===== src/hw/rtl/pm0_pkg.sv =====
// ----------------------------------------------------------------------------
// pm0_pkg
// shared constants, codes and controller/datapath interface types for the
// pm/0 stack machine core
// ----------------------------------------------------------------------------
`default_nettype none

package pm0_pkg;

	// sizes
	localparam int MEM_WORDS  = 512;
	localparam int MAX_LEVEL  = 15;
	localparam int INSN_WORDS = 3;
	localparam int DW         = 32;
	localparam int AW         = $clog2(MEM_WORDS);
	localparam int SPW        = $clog2(MEM_WORDS + 1);
	localparam int CFGW       = 10;
	localparam int LVLW       = 4;
	localparam int OPW        = 4;

	// reset values
	localparam int SS_RESET_I = 512;
	localparam logic [CFGW-1:0] SS_RESET = CFGW'(SS_RESET_I);
	localparam int SP_RESET_I = (SS_RESET_I <= MEM_WORDS) ? SS_RESET_I : MEM_WORDS;
	localparam logic [SPW-1:0] SP_RESET = SPW'(SP_RESET_I);
	localparam logic [AW-1:0]  BP_RESET = AW'(SP_RESET_I - 1);
	localparam logic [AW-1:0]  TOP_ADDR = AW'(MEM_WORDS - 1);
	localparam logic [DW-1:0]  MEM_WORDS_W = DW'(MEM_WORDS);

	// opcodes
	localparam logic [OPW-1:0] OP_LIT = 4'd1;
	localparam logic [OPW-1:0] OP_OPR = 4'd2;
	localparam logic [OPW-1:0] OP_LOD = 4'd3;
	localparam logic [OPW-1:0] OP_STO = 4'd4;
	localparam logic [OPW-1:0] OP_CAL = 4'd5;
	localparam logic [OPW-1:0] OP_INC = 4'd6;
	localparam logic [OPW-1:0] OP_JMP = 4'd7;
	localparam logic [OPW-1:0] OP_JPC = 4'd8;
	localparam logic [OPW-1:0] OP_SYS = 4'd9;

	// opr subcodes
	localparam logic signed [DW-1:0] OPR_RTN  = 32'sd0;
	localparam logic signed [DW-1:0] OPR_ADD  = 32'sd1;
	localparam logic signed [DW-1:0] OPR_SUB  = 32'sd2;
	localparam logic signed [DW-1:0] OPR_MUL  = 32'sd3;
	localparam logic signed [DW-1:0] OPR_DIV  = 32'sd4;
	localparam logic signed [DW-1:0] OPR_EQL  = 32'sd5;
	localparam logic signed [DW-1:0] OPR_NEQ  = 32'sd6;
	localparam logic signed [DW-1:0] OPR_LSS  = 32'sd7;
	localparam logic signed [DW-1:0] OPR_LEQ  = 32'sd8;
	localparam logic signed [DW-1:0] OPR_GTR  = 32'sd9;
	localparam logic signed [DW-1:0] OPR_GEQ  = 32'sd10;
	localparam logic signed [DW-1:0] OPR_EVEN = 32'sd11;

	// sys subcodes
	localparam logic signed [DW-1:0] SYS_WRITE = 32'sd1;
	localparam logic signed [DW-1:0] SYS_READ  = 32'sd2;
	localparam logic signed [DW-1:0] SYS_HALT  = 32'sd3;

	// status codes
	typedef enum logic [1:0] {
		ST_OK    = 2'd0,
		ST_DIV0  = 2'd1,
		ST_RANGE = 2'd2,
		ST_HALT  = 2'd3
	} pm0_status_t;

	// controller states
	typedef enum logic [3:0] {
		S_CLEAR,
		S_IDLE,
		S_WALK_RD,
		S_WALK_CAP,
		S_CHECK,
		S_RD_A,
		S_RD_B,
		S_RD_C,
		S_LATE,
		S_DIV,
		S_WR,
		S_DONE
	} pm0_state_t;

	// controller to datapath
	typedef struct packed {
		logic       load;
		logic       clr;
		logic       walk_rd;
		logic       walk_cap;
		logic       walk_fail;
		logic       chk_early;
		logic       rd_a;
		logic       rd_b;
		logic       cap_x;
		logic       cap_y;
		logic       chk_late;
		logic       div_start;
		logic       wr;
		logic [1:0] wr_idx;
		logic       commit;
	} pm0_cmd_t;

	// datapath to controller
	typedef struct packed {
		logic       clr_done;
		logic       walk_more;
		logic       walk_err;
		logic       early_err;
		logic       skip;
		logic       need_rd;
		logic       late_err;
		logic       is_div;
		logic       div_done;
		logic       out_busy;
		logic [1:0] nwr;
	} pm0_stat_t;

	// word address inside the stack memory
	function automatic logic in_mem(input logic [DW-1:0] v);
		return v < MEM_WORDS_W;
	endfunction

endpackage

`default_nettype wire


===== src/hw/rtl/pm0_ctrl.sv =====
// ----------------------------------------------------------------------------
// pm0_ctrl
// sequencer: steps one instruction through walk, reads, checks, writes, commit
// ----------------------------------------------------------------------------
`default_nettype none

module pm0_ctrl
	import pm0_pkg::*;
(
	input  wire logic      clk,
	input  wire logic      arst_n,
	input  wire logic      in_valid,
	output logic           in_stall,
	input  wire pm0_stat_t stat,
	output pm0_cmd_t       cmd
);

	pm0_state_t state_q, state_d;
	logic [1:0] widx_q;
	logic       wr_last;

	assign wr_last = (widx_q == stat.nwr - 2'd1);

	// state register
	always_ff @(posedge clk or negedge arst_n) begin
		if (!arst_n) begin
			state_q <= S_CLEAR;
			widx_q  <= '0;
		end else begin
			state_q <= state_d;
			widx_q  <= (state_q == S_WR) ? widx_q + 2'd1 : 2'd0;
		end
	end

	// next state
	always_comb begin
		state_d = state_q;
		unique case (state_q)
			S_CLEAR: if (stat.clr_done) state_d = S_IDLE;
			S_IDLE: if (in_valid) state_d = S_WALK_RD;
			S_WALK_RD: begin
				if (!stat.walk_more) state_d = S_CHECK;
				else if (stat.walk_err) state_d = S_DONE;
				else state_d = S_WALK_CAP;
			end
			S_WALK_CAP: state_d = S_WALK_RD;
			S_CHECK: begin
				if (stat.early_err || stat.skip) state_d = S_DONE;
				else if (stat.need_rd) state_d = S_RD_A;
				else if (stat.nwr != 2'd0) state_d = S_WR;
				else state_d = S_DONE;
			end
			S_RD_A: state_d = S_RD_B;
			S_RD_B: state_d = S_RD_C;
			S_RD_C: state_d = S_LATE;
			S_LATE: begin
				if (stat.late_err) state_d = S_DONE;
				else if (stat.is_div) state_d = S_DIV;
				else if (stat.nwr != 2'd0) state_d = S_WR;
				else state_d = S_DONE;
			end
			S_DIV: if (stat.div_done) state_d = S_WR;
			S_WR: if (wr_last) state_d = S_DONE;
			S_DONE: if (!stat.out_busy) state_d = S_IDLE;
			default: state_d = S_CLEAR;
		endcase
	end

	// command outputs
	always_comb begin
		cmd        = '0;
		cmd.wr_idx = widx_q;
		in_stall   = (state_q != S_IDLE);
		unique case (state_q)
			S_CLEAR: cmd.clr = 1'b1;
			S_IDLE: cmd.load = in_valid;
			S_WALK_RD: begin
				cmd.walk_rd   = stat.walk_more && !stat.walk_err;
				cmd.walk_fail = stat.walk_more && stat.walk_err;
			end
			S_WALK_CAP: cmd.walk_cap = 1'b1;
			S_CHECK: cmd.chk_early = 1'b1;
			S_RD_A: cmd.rd_a = 1'b1;
			S_RD_B: begin
				cmd.cap_x = 1'b1;
				cmd.rd_b  = 1'b1;
			end
			S_RD_C: cmd.cap_y = 1'b1;
			S_LATE: begin
				cmd.chk_late  = 1'b1;
				cmd.div_start = stat.is_div && !stat.late_err;
			end
			S_DIV: ;
			S_WR: cmd.wr = 1'b1;
			S_DONE: cmd.commit = !stat.out_busy;
			default: ;
		endcase
	end

	// a write step is only entered by an instruction that writes
	assert property (@(posedge clk) disable iff (!arst_n)
		(state_q == S_WR) |-> (stat.nwr != 2'd0))
		else $error("write step without a pending write");

endmodule

`default_nettype wire


===== config.mk =====
export PLATFORM = sky130hd
export DESIGN_NAME = pm0_ctrl
export DESIGN_NICKNAME = d
export VERILOG_FILES = /design/src/hw/rtl/pm0_pkg.sv /design/src/hw/rtl/pm0_ctrl.sv
export SDC_FILE = /design/constraint.sdc
export NUM_CORES = 1
export LEC_CHECK = 0
export ABC_AREA = 1
export BUFFER_PORTS_ARGS = -buffer_cell sky130_fd_sc_hd__clkbuf_2
export CAP_MARGIN = 20
export CORE_MARGIN = 2
export CORE_UTILIZATION = 30
export DETAILED_ROUTE_END_ITERATION = 8
export SKIP_CTS_REPAIR_TIMING = 1
export SYNTH_ARGS = -nofsm -noshare
export SYNTH_HDL_FRONTEND = slang
export SYNTH_SLANG_ARGS = --single-unit
export TNS_END_PERCENT = 10

===== constraint.sdc =====
create_clock -name clk -period 2.6 [get_ports clk]
set_input_delay 0.13 -clock clk [delete_from_list [all_inputs] [get_ports clk]]
set_output_delay 0.13 -clock clk [all_outputs]
set_load 0.02 [all_outputs]

### Yosys cells after proc, flatten, opt, wreduce, memory -nomap -nowiden

Cells that the tools add are included.

| operators by class | value |
|---|---|
| muxes and demuxes | 26 |
| $add $sub $neg | 2 |
| equal/unequal tests | 18 |
| reduce and logical (&&, ||, !) cells | 10 |

Operators by type and width:

| kind | number |
|---|---|
| case mux 4 bit (12 select lines) | 1 |
| two-way mux 4 bit | 11 |
| == test 4 x 3 -> 1 bit (second input constant) | 4 |
| == test 4 bit (second input constant) | 4 |
| two-way mux 1 bit | 11 |
| != test 2 bit (second input constant) | 5 |
| == test 4 x 2 -> 1 bit (second input constant) | 2 |
| two-way mux 2 bit | 3 |
| AND reduction 5 bit | 1 |
| == test 4 x 1 -> 1 bit (second input constant) | 1 |
| zero test 4 bit | 1 |
| != test 4 x 1 -> 1 bit (second input constant) | 1 |
| logical AND 1 bit | 3 |
| zero test 1 bit | 3 |
| adder 2 x 1 -> 2 bit (second input constant) | 1 |
| == test 2 bit | 1 |
| nonzero test 2 bit | 1 |
| subtractor 2 x 1 -> 2 bit (second input constant) | 1 |
| logical OR 1 bit | 1 |

| word-level totals | value |
|---|---|
| logic and storage cells | 58 |
| register bits after elaboration | 6 |
| output and inout bits | 17 |
| input port bits | 15 |

### Logic depth before layout (Yosys ltp)

| logic depth | value |
|---|---|
| word-level depth | 5 |
| gate-level depth with buffers | 11 |
| depth with buffers taken out | 11 |

### Least setup slack after synthesis

OpenSTA, ideal clock, no wires.

| timing | value |
|---|---|
| path kind | register -> output |
| start | register state_q[0] |
| end | output port cmd[4] (netlist name) |
| required time | 2470 ps |
| setup slack | 1269 ps |
| arrival time | 1201 ps |
| stages on the path, launching flop included | 4 |
| buffers on the path | 0 |
| cell sequence | dfrtp_1 nor2_1 nand2_1 nor3_1 |

RTL lines:

| what | line | source |
|---|---|---|
| start: declaration | pm0_ctrl.sv:18 | `pm0_state_t state_q, state_d;` |
| start signal: assignment | pm0_ctrl.sv:30 | `state_q <= state_d;` |
| end: declaration | pm0_ctrl.sv:15 | `output pm0_cmd_t cmd` |

==> metrics.yaml <==
wl_um: 1691
grt_max_degree: 8
fillers: 234
std_cell_rows: 16
ant_nets: 0
synthCells: 119
max_freq_ghz: 0.6326
port_buffers: 31
detailedPlace.worstSlack_ns: 1.261
hold_viol: 0
syn_to_final_growth_pct: 34.20
clk_latency_ns: 0.24
antenna_found_initial: 0
p_per_area_nw_per_um2: 999.0
cp_max_fo: 7
remaining_drc_errors: 0
htree_levels: 1
yosysWarnings: 0
vias_per_cell: 4.356
hpwl_um: 1448
setup_tns_ns: 0
startpoint: "state_q[0]"
drtIter0Drc: 25
worstPathRequired_ns: 2.47
r2r_cells: 7
finalSetupViolations: 0
yosysSeqAreaShare_pct: 24.00
cts-root-buf: "clkbuf_4"
fin_ws_ns: 1.019
vias: 784
rrSetupSlack_ns: 1.25
wire_per_inst_um: 9.394
hold_depth: 2
ios: 32
grt_pass1_vias: 689
num-nets-final: 171
rsz0062_at_grt: "false"
syn-cell-area_um2: 625.6
grt_usage_pct: 14.33
grt_pass1_wl_um: 2746
multi_input_area_um2: 392.9
cts_buffer_depth: 2
finClkSkew_ns: 0.003207
drive_gt1_share_pct: 26.80
slew_violations: 0
initial_core_util_pct: 31.89
status: "finished clean"
cp_data_arrival_time_ns: 1.45
synthesis.nets: 135
post-route-period-util_pct: 60.80
holdCritPathClass: "in2reg"
critPathLaunchType: "register"
reg2reg_to: "state_q[1]"
die_area_um2: 2467
syn_avg_cell_area_um2: 5.257
irDropWorstVdd_v: 0.0003976
gp_congestion: 1.000
dr.pass1.iters: 4
finalPower_w: 0.0008387
tightest_slew_ns: 0.3190
die_w_um: 49.67
relSlewSlack_pct: 78.66
crit_path_end_kind: "output pin"
coreArea_um2: 1962
worstHoldEndpoint: "state_q[2]"
diodes: 0
cts.sinks: 6
layout.area.seq_um2: 150.1
tritoncts: "yes"
cts_made_buffers: 3
cap_violations: 0
die_h_um: 49.67
globalRouteOverflowTotal: 0
r2r-start: "state_q[0]"
clk_pin_slew_ns: 0.04
min_from: "stat[10]"
period_minus_slack_ns: 1.581
critical_path_class: "reg2out"
synth.distinct_cells: 16
power.leakage_nw: 0.5380
ys_seq_elements: 6
-- cells in the final DEF, fill, tap and decap left out, drive strengths merged --
cell / Yosys / layout
a21oi: 2 / 2
clkbuf: 0 / 34
dfrtp: 6 / 6
dlygate4sd3: 0 / 1
ha: 1 / 1
inv: 20 / 20
nand2: 45 / 45
nand3: 5 / 5
nand3b: 1 / 1
nand4: 1 / 1
nor2: 32 / 32
nor3: 4 / 4
o31ai: 1 / 1
-- critical path: stages, from the launching register on --
cell	delay [ns]
dfrtp_1	0.43
nor2_1	0.27
nand2_1	0.16
nor3_1	0.16
clkbuf_2	0.19
-- worst max-delay path by stage --
stage	to	slack (ns)	depth (start not counted)
final	cmd[4]	1.02	4
after global routing	cmd[4]	0.87	4
after CTS	cmd[4]	1.01	4
after detailed placement	state_q[1]	1.26	7
after global placement	state_q[1]	1.25	7
after floorplan	cmd[4]	1.27	3
-- area by class of cell --
cell class,instances,share of cell area [%]
Multi-Input combinational cell,92,46.80
Inverter,20,8.942
Clock buffer,3,2.683
Sequential cell,6,17.88
Tap cell,27,4.024
Timing Repair Buffer,32,19.67
-- power by group --
group / switching [W] / leakage [nW] / internal, W
logic: 0.000404 / 0.446 / 0.000180
registers: 0.0000427 / 0.0784 / 0.000129
clock network: 0.0000303 / 0.0138 / 0.0000520
-- layer usage --
metal,global-route usage (%),wire length [um],up-vias
li1,-,-,424
met2,25.56,828,23
met5,0,0,-
met1,16.73,763,337
met3,1.818,99,0
met4,6.944,0,0
-- logic make-up after synthesis --
family                     share of synthesized area (%)
and+or+nand+nor                                    58.00
buffers and inverters                              13.20
DFF                                                24.00
AOI/OAI and AO/OA                                  2.801
adders and majority gates                          2.000
-- cells in the mapped netlist --
library cell  instances  share of area (%)
nand2_1              43                 26
nor2_1               30                 18
inv_1                18                 11
dfrtp_1               6                 24
nand3_1               4                3.2
nor3_1                4                3.2
a21oi_1               2                1.6
inv_2                 2                1.2
nand2_2               2                2.0
nor2_2                2                2.0
buf_4                 1                1.2
ha_1                  1                2.0
nand3_2               1                1.6
nand3b_1              1                1.2
nand4_1               1                1.0
o31ai_1               1                1.2
-- metrics by stage --
step / instance area, um^2 / hold WS (ns) / std cells / util [%]
after global placement: 807.0 / -0.04072 / 176 / 41.14
after floorplan: 625.6 / -0.1656 / 119 / -
after global routing: 839.6 / 0.1553 / 180 / 42.79
after detailed placement: 807.0 / -0.03417 / 176 / 41.14
after CTS: 829.5 / -0.2987 / 179 / 42.28
final: 839.6 / 0.1501 / 180 / 42.79
-- sequential cells by signal (all words and copies together) (netlist names) --
signal	count
state_q	4
widx_q	2
Note: power is estimated with default switching activity, not from simulation.
